--- src/pmlt_pkg.sv ---
package pmlt_pkg;

  localparam int unsigned TimeW   = 32;
  localparam int unsigned PinW    = 4;
  localparam int unsigned HoldW   = 27;
  localparam int unsigned ShortW  = 16;
  localparam int unsigned NumChan = 2;
  localparam int unsigned CfgIdxW = 3;
  localparam int unsigned CfgW    = 27;

  // Item modes.
  localparam logic [1:0] MODE_TICK    = 2'd0;
  localparam logic [1:0] MODE_PIN     = 2'd1;
  localparam logic [1:0] MODE_CANCEL  = 2'd2;
  localparam logic [1:0] MODE_RESTART = 2'd3;

  // Configuration register indexes.
  localparam logic [CfgIdxW-1:0] CFG_PIN_OUTSIDE    = 3'd0;
  localparam logic [CfgIdxW-1:0] CFG_PIN_ENTRANCE   = 3'd1;
  localparam logic [CfgIdxW-1:0] CFG_HOLD_OUTSIDE   = 3'd2;
  localparam logic [CfgIdxW-1:0] CFG_HOLD_ENTRANCE  = 3'd3;
  localparam logic [CfgIdxW-1:0] CFG_GLITCH_TIME    = 3'd4;
  localparam logic [CfgIdxW-1:0] CFG_VALID_LOW_TIME = 3'd5;

  // Register reset values.
  localparam logic [PinW-1:0]   RST_PIN_OUTSIDE    = 4'd0;
  localparam logic [PinW-1:0]   RST_PIN_ENTRANCE   = 4'd1;
  localparam logic [HoldW-1:0]  RST_HOLD_TIME      = 27'd60000;
  localparam logic [ShortW-1:0] RST_GLITCH_TIME    = 16'd30;
  localparam logic [ShortW-1:0] RST_VALID_LOW_TIME = 16'd200;

  typedef struct packed {
    logic [1:0]       mode;
    logic [PinW-1:0]  pin_number;
    logic             pin_level;
    logic             channel;
    logic [TimeW-1:0] now_ms;
    logic             manual_outside;
    logic             manual_entrance;
    logic             suppress_events;
  } in_item_t;

  typedef struct packed {
    logic [NumChan-1:0] light_on;
    logic [NumChan-1:0] light_off;
    logic [NumChan-1:0] warn_missing;
    logic [NumChan-1:0] sensor_back;
    logic [NumChan-1:0] present;
  } out_item_t;

  // Per-channel command for one transaction.
  typedef struct packed {
    logic              en;
    logic              pin_ev;
    logic              level;
    logic              check;
    logic              cancel;
    logic              restart;
    logic              manual;
    logic [TimeW-1:0]  now;
    logic [HoldW-1:0]  hold;
    logic [ShortW-1:0] glitch;
    logic [ShortW-1:0] valid_low;
  } chan_ctrl_t;

  // Per-channel result of one transaction.
  typedef struct packed {
    logic on;
    logic off;
    logic warn;
    logic back;
    logic present;
  } chan_stat_t;

endpackage

--- src/pmlt_if.sv ---
interface pmlt_in_if;
  logic               valid;
  logic               ready;
  pmlt_pkg::in_item_t payload;

  modport source (output valid, output payload, input ready);
  modport sink (input valid, input payload, output ready);
endinterface

interface pmlt_out_if;
  logic                valid;
  logic                ready;
  pmlt_pkg::out_item_t payload;

  modport source (output valid, output payload, input ready);
  modport sink (input valid, input payload, output ready);
endinterface

--- src/pir_motion_light_timer.sv ---
// Channel   Dir  Handshake           Payload
// in_i      in   valid/ready         mode, pin_number, pin_level, channel, now_ms,
//                                    manual_outside, manual_entrance, suppress_events
// out_o     out  valid/ready         light_on, light_off, warn_missing, sensor_back, present
// cfg       in   cfg_we_i (no wait)  cfg_idx_i, cfg_wdata_i
//
// One transaction is accepted per clock cycle while the output is not stalled. An item
// waits in the input register, then the per-channel logic writes the result register
// and the channel state at the same edge.
// Reset clears the channel state, the valid flags and loads the register defaults.
// A stalled output holds its result; the input register keeps accepting while the
// output register is free or being drained in the same cycle.
module pir_motion_light_timer (
  input  logic                            clk_i,
  input  logic                            rst_ni,
  pmlt_in_if.sink                         in_i,
  pmlt_out_if.source                      out_o,
  input  logic                            cfg_we_i,
  input  logic [pmlt_pkg::CfgIdxW-1:0]    cfg_idx_i,
  input  logic [pmlt_pkg::CfgW-1:0]       cfg_wdata_i
);

  // Configuration registers.
  logic [pmlt_pkg::PinW-1:0]   pin_out_q, pin_ent_q;
  logic [pmlt_pkg::HoldW-1:0]  hold_out_q, hold_ent_q;
  logic [pmlt_pkg::ShortW-1:0] glitch_q, valid_low_q;

  always_ff @(posedge clk_i or negedge rst_ni) begin
    if (!rst_ni) begin
      pin_out_q   <= pmlt_pkg::RST_PIN_OUTSIDE;
      pin_ent_q   <= pmlt_pkg::RST_PIN_ENTRANCE;
      hold_out_q  <= pmlt_pkg::RST_HOLD_TIME;
      hold_ent_q  <= pmlt_pkg::RST_HOLD_TIME;
      glitch_q    <= pmlt_pkg::RST_GLITCH_TIME;
      valid_low_q <= pmlt_pkg::RST_VALID_LOW_TIME;
    end else if (cfg_we_i) begin
      case (cfg_idx_i)
        pmlt_pkg::CFG_PIN_OUTSIDE:    pin_out_q   <= cfg_wdata_i[pmlt_pkg::PinW-1:0];
        pmlt_pkg::CFG_PIN_ENTRANCE:   pin_ent_q   <= cfg_wdata_i[pmlt_pkg::PinW-1:0];
        pmlt_pkg::CFG_HOLD_OUTSIDE:   hold_out_q  <= cfg_wdata_i[pmlt_pkg::HoldW-1:0];
        pmlt_pkg::CFG_HOLD_ENTRANCE:  hold_ent_q  <= cfg_wdata_i[pmlt_pkg::HoldW-1:0];
        pmlt_pkg::CFG_GLITCH_TIME:    glitch_q    <= cfg_wdata_i[pmlt_pkg::ShortW-1:0];
        pmlt_pkg::CFG_VALID_LOW_TIME: valid_low_q <= cfg_wdata_i[pmlt_pkg::ShortW-1:0];
        default: ;
      endcase
    end
  end

  // Input register and output register with a combinational ready chain.
  pmlt_pkg::in_item_t  in_q;
  logic                in_vld_q;
  pmlt_pkg::out_item_t out_q, result;
  logic                out_vld_q;
  logic                out_free, advance, in_fire;

  assign out_free   = !out_vld_q || out_o.ready;
  assign advance    = in_vld_q && out_free;
  assign in_i.ready = !in_vld_q || out_free;
  assign in_fire    = in_i.valid && in_i.ready;

  always_ff @(posedge clk_i or negedge rst_ni) begin
    if (!rst_ni) begin
      in_vld_q  <= 1'b0;
      out_vld_q <= 1'b0;
    end else begin
      if (in_fire) begin
        in_vld_q <= 1'b1;
      end else if (advance) begin
        in_vld_q <= 1'b0;
      end
      if (advance) begin
        out_vld_q <= 1'b1;
      end else if (out_o.ready) begin
        out_vld_q <= 1'b0;
      end
    end
  end

  always_ff @(posedge clk_i) begin
    if (in_fire) begin
      in_q <= in_i.payload;
    end
    if (advance) begin
      out_q <= result;
    end
  end

  // Decode the item into one command per channel. When both channels share a pin,
  // the outside channel takes the event.
  logic                 pin_mode, hit_out, hit_ent, check;
  pmlt_pkg::chan_ctrl_t ctrl_out, ctrl_ent;
  pmlt_pkg::chan_stat_t stat_out, stat_ent;

  always_comb begin
    pin_mode = (in_q.mode == pmlt_pkg::MODE_PIN) && !in_q.suppress_events;
    hit_out  = pin_mode && (in_q.pin_number == pin_out_q);
    hit_ent  = pin_mode && !hit_out && (in_q.pin_number == pin_ent_q);
    // Expiry is checked on tick and pin items only, even when the event is dropped.
    check    = (in_q.mode == pmlt_pkg::MODE_TICK) || (in_q.mode == pmlt_pkg::MODE_PIN);

    ctrl_out.en        = advance;
    ctrl_out.pin_ev    = hit_out;
    ctrl_out.level     = in_q.pin_level;
    ctrl_out.check     = check;
    ctrl_out.cancel    = (in_q.mode == pmlt_pkg::MODE_CANCEL) && !in_q.channel;
    ctrl_out.restart   = (in_q.mode == pmlt_pkg::MODE_RESTART) && !in_q.channel;
    ctrl_out.manual    = in_q.manual_outside;
    ctrl_out.now       = in_q.now_ms;
    ctrl_out.hold      = hold_out_q;
    ctrl_out.glitch    = glitch_q;
    ctrl_out.valid_low = valid_low_q;

    ctrl_ent.en        = advance;
    ctrl_ent.pin_ev    = hit_ent;
    ctrl_ent.level     = in_q.pin_level;
    ctrl_ent.check     = check;
    ctrl_ent.cancel    = (in_q.mode == pmlt_pkg::MODE_CANCEL) && in_q.channel;
    ctrl_ent.restart   = (in_q.mode == pmlt_pkg::MODE_RESTART) && in_q.channel;
    ctrl_ent.manual    = in_q.manual_entrance;
    ctrl_ent.now       = in_q.now_ms;
    ctrl_ent.hold      = hold_ent_q;
    ctrl_ent.glitch    = glitch_q;
    ctrl_ent.valid_low = valid_low_q;
  end

  pmlt_chan u_chan_out (
    .clk_i  (clk_i),
    .rst_ni (rst_ni),
    .ctrl_i (ctrl_out),
    .stat_o (stat_out)
  );

  pmlt_chan u_chan_ent (
    .clk_i  (clk_i),
    .rst_ni (rst_ni),
    .ctrl_i (ctrl_ent),
    .stat_o (stat_ent)
  );

  // Bit 0 of each result field is the outside channel, bit 1 the entrance channel.
  always_comb begin
    result.light_on     = {stat_ent.on, stat_out.on};
    result.light_off    = {stat_ent.off, stat_out.off};
    result.warn_missing = {stat_ent.warn, stat_out.warn};
    result.sensor_back  = {stat_ent.back, stat_out.back};
    result.present      = {stat_ent.present, stat_out.present};
  end

  assign out_o.valid   = out_vld_q;
  assign out_o.payload = out_q;

  // A warning and a recovery never fire together on one channel.
  a_warn_back_excl: assert property (@(posedge clk_i) disable iff (!rst_ni)
    out_vld_q |-> ((out_q.warn_missing & out_q.sensor_back) == '0))
    else $error("warning and recovery raised together");

  // A recovered sensor is reported present.
  a_back_present: assert property (@(posedge clk_i) disable iff (!rst_ni)
    out_vld_q |-> ((out_q.sensor_back & ~out_q.present) == '0))
    else $error("recovered sensor not present");

  // A warned sensor is reported absent.
  a_warn_absent: assert property (@(posedge clk_i) disable iff (!rst_ni)
    out_vld_q |-> ((out_q.warn_missing & out_q.present) == '0))
    else $error("warned sensor reported present");

  // A transaction that leaves the input register shows up as a result next cycle.
  a_advance_out: assert property (@(posedge clk_i) disable iff (!rst_ni)
    advance |=> out_vld_q)
    else $error("result lost after advance");

endmodule

--- src/pmlt_chan.sv ---
module pmlt_chan (
  input  logic                 clk_i,
  input  logic                 rst_ni,
  input  pmlt_pkg::chan_ctrl_t ctrl_i,
  output pmlt_pkg::chan_stat_t stat_o
);

  logic                       last_q, last_d;
  logic                       valid_q, valid_d;
  logic                       warned_q, warned_d;
  logic [pmlt_pkg::TimeW-1:0] stamp_q, stamp_d;
  logic [pmlt_pkg::TimeW-1:0] dl_q, dl_d;

  logic [pmlt_pkg::TimeW-1:0] elapsed, sum, dl_mid, diff;
  logic stamp_seen, high_ev, past_glitch, low_ok, qualifies, missing, present_hit;
  logic on, expire;

  always_comb begin
    elapsed     = ctrl_i.now - stamp_q;
    sum         = ctrl_i.now + {{(pmlt_pkg::TimeW-pmlt_pkg::HoldW){1'b0}}, ctrl_i.hold};
    stamp_seen  = (stamp_q != '0);
    high_ev     = ctrl_i.pin_ev && ctrl_i.level;
    past_glitch = high_ev && stamp_seen &&
                  (elapsed >= {{(pmlt_pkg::TimeW-pmlt_pkg::ShortW){1'b0}}, ctrl_i.glitch});
    low_ok      = (elapsed >= {{(pmlt_pkg::TimeW-pmlt_pkg::ShortW){1'b0}}, ctrl_i.valid_low});
    qualifies   = past_glitch && (valid_q || low_ok);
    missing     = (high_ev && !stamp_seen) || (past_glitch && !valid_q && !low_ok);
    present_hit = (ctrl_i.pin_ev && !ctrl_i.level) || (past_glitch && !valid_q && low_ok);

    valid_d  = valid_q;
    warned_d = warned_q;
    stat_o   = '0;

    if (present_hit && !valid_q) begin
      valid_d = 1'b1;
      if (warned_q) begin
        warned_d    = 1'b0;
        stat_o.back = 1'b1;
      end
    end
    if (missing && !valid_q && !warned_q) begin
      warned_d    = 1'b1;
      stat_o.warn = 1'b1;
    end

    // A counted rising edge arms the deadline before expiry is checked.
    on     = qualifies && !last_q && !ctrl_i.manual;
    dl_mid = on ? sum : dl_q;
    diff   = ctrl_i.now - dl_mid;
    expire = ctrl_i.check && (dl_mid != '0) && !diff[pmlt_pkg::TimeW-1];

    if (ctrl_i.cancel) begin
      dl_d = '0;
    end else if (ctrl_i.restart) begin
      dl_d = sum;
    end else if (expire) begin
      dl_d = '0;
    end else begin
      dl_d = dl_mid;
    end

    last_d  = ctrl_i.pin_ev ? ctrl_i.level : last_q;
    stamp_d = (ctrl_i.pin_ev && !ctrl_i.level) ? ctrl_i.now : stamp_q;

    stat_o.on      = on;
    stat_o.off     = expire && !ctrl_i.manual;
    stat_o.present = valid_d;
  end

  always_ff @(posedge clk_i or negedge rst_ni) begin
    if (!rst_ni) begin
      last_q   <= 1'b0;
      valid_q  <= 1'b0;
      warned_q <= 1'b0;
      stamp_q  <= '0;
      dl_q     <= '0;
    end else if (ctrl_i.en) begin
      last_q   <= last_d;
      valid_q  <= valid_d;
      warned_q <= warned_d;
      stamp_q  <= stamp_d;
      dl_q     <= dl_d;
    end
  end

endmodule
--- src/flat_wrapper.sv ---
// flat-port wrapper written by rule: the top's interface ports become plain ports
module pir_motion_light_timer_flat 
  (clk_i, rst_ni, cfg_we_i, cfg_idx_i, cfg_wdata_i, in_i_valid, in_i_payload, in_i_ready, out_o_valid, out_o_payload, out_o_ready);
  pmlt_in_if in_i_i ();
  pmlt_out_if out_o_i ();
  input  logic clk_i;
  input  logic rst_ni;
  input  logic cfg_we_i;
  input  logic [pmlt_pkg::CfgIdxW-1:0] cfg_idx_i;
  input  logic [pmlt_pkg::CfgW-1:0] cfg_wdata_i;
  input wire logic [$bits(in_i_i.valid)-1:0] in_i_valid;
  input wire logic [$bits(in_i_i.payload)-1:0] in_i_payload;
  output wire logic [$bits(in_i_i.ready)-1:0] in_i_ready;
  output wire logic [$bits(out_o_i.valid)-1:0] out_o_valid;
  output wire logic [$bits(out_o_i.payload)-1:0] out_o_payload;
  input wire logic [$bits(out_o_i.ready)-1:0] out_o_ready;
  assign in_i_i.valid = in_i_valid;
  assign in_i_i.payload = in_i_payload;
  assign in_i_ready = in_i_i.ready;
  assign out_o_valid = out_o_i.valid;
  assign out_o_payload = out_o_i.payload;
  assign out_o_i.ready = out_o_ready;
  pir_motion_light_timer u_core (.clk_i(clk_i), .rst_ni(rst_ni), .in_i(in_i_i), .out_o(out_o_i), .cfg_we_i(cfg_we_i), .cfg_idx_i(cfg_idx_i), .cfg_wdata_i(cfg_wdata_i));
endmodule
--- config.mk ---
export PLATFORM = sky130hd
export DESIGN_NAME = pir_motion_light_timer_flat
export DESIGN_NICKNAME = d
export VERILOG_FILES = /design/src/pmlt_pkg.sv /design/src/pmlt_if.sv /design/src/pir_motion_light_timer.sv /design/src/pmlt_chan.sv /design/src/flat_wrapper.sv
export SDC_FILE = /design/constraint.sdc
export NUM_CORES = 1
export LEC_CHECK = 0
export BUFFER_PORTS_ARGS = -buffer_cell sky130_fd_sc_hd__buf_2
export CAP_MARGIN = 5
export CORE_MARGIN = 2
export CORE_UTILIZATION = 45
export DETAILED_ROUTE_END_ITERATION = 12
export GPL_ROUTABILITY_DRIVEN = 0
export SYNTH_ARGS = -nofsm -noshare
export SYNTH_HDL_FRONTEND = slang
export SYNTH_SLANG_ARGS = --single-unit
--- constraint.sdc ---
create_clock -name clk_i -period 17.7 [get_ports clk_i]
set_input_delay 2.655 -clock clk_i [delete_from_list [all_inputs] [get_ports clk_i]]
set_output_delay 2.655 -clock clk_i [all_outputs]
set_load 0.05 [all_outputs]
==> run_results.csv <==
group,metric,value,unit
run_status,status,"finished clean",
timing,layout_setup_ws,8.63,ns
min_path,min_to,"u_core.u_chan_out.dl_q[31]$_DFFE_PN0P_",
timing,clock_skew,0.0159,ns
floorplanning,io_pins,90,
power,power.switching,1.08,mW
min_path,holdPathStages,1,
critical_path,critPathMaxFanout,32,
critical_path,crit_top_cell,"a21o_1",
finish,drive_gt1_share,16.7,%
floorplanning,rows,80,
placement,port_buffers,89,
power,comb_power_share,40.6,%
critical_path,r2r_cells,38,
timing,rsz0062_at_grt,"false",
timing,final.period_utilization,51.2,%
finish,antenna_cells,0,
global_routing,track_usage,27.3,%
cts,h-tree-depth,2,
timing,hold_slack,0.505,ns
floorplanning,die_area,0.0499,mm²
critical_path,crit-reg2reg-launch,"u_core.ctrl_ent[60]$_DFFE_PP_",
min_path,hold_start,"u_core.u_chan_out.dl_q[31]$_DFFE_PN0P_",
power,clkPwrFrac,28.4,%
route,drt-total-wl,68.2,mm
timing,worst_pin_slew,1.17,ns
finish,regArea,0.00737,mm²
timing,min_period,9.07,ns
cts,root_buffer,"clkbuf_16",
finish,multi_input_area,0.0135,mm²
run,drv_cap,0,
synthesis,synth.distinct_cells,92,
synthesis,ys_warn_count,0,
route,vias,18119,
timing,maxSlewHeadroom,21.4,%
cts,cts_resized,0,
power,power.share.switching,38.6,%
placement,dp_hpwl,51.8,mm
finish,layout_commonest_cell,"ha_1",
critical_path,crit_slowest_cell,"a211oi_1",
cts,postCtsHoldBufs,0,
timing,hold_viol_final,0,
route,dr.pass1.iters,5,
placement,dp_cells,2883,
global_routing,grt_overflow_total,0,
synthesis,seq_area_frac_synth,34.0,%
cts,cts_tree,"done",
power,p_leak,11.0,nW
critical_path,critPathRequiredTime,18.15,ns
synthesis,synth_cells,2208,
critical_path,worstPathArrival,9.52,ns
route,avgViaCountPerCell,6.14,
synthesis,syn-cell-area,0.0217,mm²
cts,cts_sinks,283,
power,cell_internal_pwr,1.72,mW
cts,path_clk_slew,0.06,ns
cts,clock_latency,0.57,ns
critical_path,cp_slowest_stage_delay,0.70,ns
floorplanning,dieWidth,223,µm
critical_path,endpoint_kind,"flip-flop",
timing,slew_viol_final,0,
global_routing,grt_max_degree,105,
floorplanning,die_h,223,µm
power,peakVddDrop,0.0000790,V
synthesis,synth_async_sr_flop_share,81.3,%
floorplanning,initial_core_util,45.5,%
synthesis,synth_edf_count,53,
timing,setup_viol,0,
finish,num-fill-cells,4434,
synthesis,synth_fp_nets,2526,
cts,clockBufferDepth,3,
min_path,worstHoldPathType,"flip-flop to flip-flop",
finish,area_growth,11.4,%
finish,final_cell_mix,"236 x ha_1, 208 x dfrtp_1, 143 x mux2_2",
global_routing,grt_pass1_wl,105,mm
critical_path,r2r_setup_slack,8.63,ns
cts,cts_setup_buffers,0,
global_routing,antenna_found_initial,3,
critical_path,timing.rr.end,"u_core.u_chan_ent.dl_q[24]$_DFFE_PN0P_",
route,antenna_left,0,
critical_path,worst_setup_path_start_kind,"flip-flop",
route,drc,0,
timing,fmax,0.110,GHz
route,wl_per_cell,23.1,µm
timing,setup_tns,0,ns
floorplanning,core,0.0476,mm²
finish,fin_cells,2951,
synthesis,synthFlopType,"dfrtp_1",
power,p_seq_share,31.0,%
cts,cts-buffers-inserted,37,
power,power_density,116,mW/mm²
finish,fin_nets,2625,
global_routing,grt_pass1_vias,17987,
synthesis,avgSynthCellArea,9.81,µm²
critical_path,setup.worst_path.class,"flip-flop to flip-flop",
placement,pre_cts_ws,8.78,ns
route,first_iter_violations,1352,
synthesis,synth.ff_latch_count,283,
==> how the worst max path moves through the flow <==
stage / startpoint / to / slack, ns / cells past startpoint
2_1_floorplan: u_core.ctrl_ent[60]$_DFFE_PP_ / u_core.u_chan_ent.dl_q[21]$_DFFE_PN0P_ / 9.71 / 40
3_3_place_gp: u_core.ctrl_ent[60]$_DFFE_PP_ / u_core.u_chan_ent.dl_q[25]$_DFFE_PN0P_ / 8.96 / 38
3_5_place_dp: u_core.ctrl_ent[60]$_DFFE_PP_ / u_core.u_chan_ent.dl_q[6]$_DFFE_PN0P_ / 8.78 / 38
4_1_cts: u_core.ctrl_ent[60]$_DFFE_PP_ / u_core.u_chan_ent.dl_q[24]$_DFFE_PN0P_ / 8.73 / 38
5_1_grt: u_core.ctrl_ent[60]$_DFFE_PP_ / u_core.u_chan_ent.dl_q[21]$_DFFE_PN0P_ / 8.01 / 38
6_report: u_core.ctrl_ent[60]$_DFFE_PP_ / u_core.u_chan_ent.dl_q[24]$_DFFE_PN0P_ / 8.63 / 38
==> worst max-delay path, delay by kind of cell, from the launching register on <==
| kind | cells | cell delay (ns) |
|---|---|---|
| AOI/OAI and AO/OA | 24 | 4.61 |
| and+or+nand+nor | 7 | 1.51 |
| adders and majority gates | 3 | 0.92 |
| buffers and inverters | 2 | 0.72 |
| DFF | 1 | 0.59 |
| xor gates and xnor gates | 1 | 0.26 |
| muxes | 1 | 0.25 |
==> final cells by class <==
| type | instances | share of cell area (%) |
|---|---|---|
| Multi-Input combinational cell | 1731 | 56.0 |
| Sequential cell | 283 | 30.5 |
| Clock buffer | 47 | 4.24 |
| Tap cell | 615 | 3.19 |
| Timing Repair Buffer | 125 | 3.01 |
| Inverter | 129 | 2.01 |
| Clock inverter | 21 | 1.04 |
==> cell usage after synthesis (all sizes together), types with 34 or more instances <==
cell type / instances / area, µm²
nor4: 45 / 282
o21a: 34 / 255
o21ai: 96 / 480
nand2: 124 / 465
nand2b: 34 / 213
dfrtp: 208 / 5200
a22o: 64 / 561
inv: 128 / 480
clkbuf: 38 / 143
xnor2: 69 / 604
nand3: 37 / 185
nand4: 49 / 307
mux2i: 67 / 671
a21oi: 141 / 706
ha: 236 / 2950
nor2: 115 / 432
xor2: 34 / 298
a21o: 92 / 691
edfxtp: 53 / 1590
mux2: 145 / 1640
nor3: 43 / 220
==> logic make-up after synthesis <==
logic type,synth area share (%)
flip-flops,34.0
AO/OA/AOI/OAI,19.8
multiplexers,10.7
AND/OR/NAND/NOR,13.7
XOR/XNOR,4.17
buffers and inverters,3.66
adder cells (fa/ha/maj),14.0
==> flip-flops by register name (all words and copies together) (netlist names), 4 cells and up <==
name and flops:
u_core.u_chan_out.dl_q 32, u_core.ctrl_ent 34, u_core.hold_ent_q 27, u_core.valid_low_q 16
u_core.u_chan_ent.stamp_q 32, u_core.in_q 8, u_core.pin_out_q 4, u_core.u_chan_ent.dl_q 32
u_core.glitch_q 16, u_core.hold_out_q 27, u_core.out_o.payload 10, u_core.u_chan_out.stamp_q 32
u_core.pin_ent_q 4
==> per-layer routing <==
layer  vias up  global-route usage (%)  share of wire, %
met1      8890                    35.5                43
met4         0                    10.1               3.5
li1       8559                       -                 -
met3       126                    3.50               5.2
met2       544                    46.6                48
met5         -                       0                 0
==> power by group through the flow <==
stage	clock network, mW	logic (mW)	registers [mW]
floorplan	0	0.813	0.853
global placement	0	1.10	0.877
detailed placement	0	1.12	0.880
CTS	0.808	1.13	0.869
global route	0.834	1.26	0.881
finish	0.794	1.14	0.869
==> per-stage QoR <==
| stage | area (µm²) | power, mW | util (%) |
|---|---|---|---|
| after floorplan | 21700 | 1.67 | - |
| after global placement | 22900 | 1.97 | 48.0 |
| after CTS | 24100 | 2.80 | 50.7 |
| after detailed placement | 22900 | 2.00 | 48.0 |
| after global routing | 24100 | 2.97 | 50.7 |
| final | 24100 | 2.80 | 50.7 |
(Power assumes the default switching activity.)
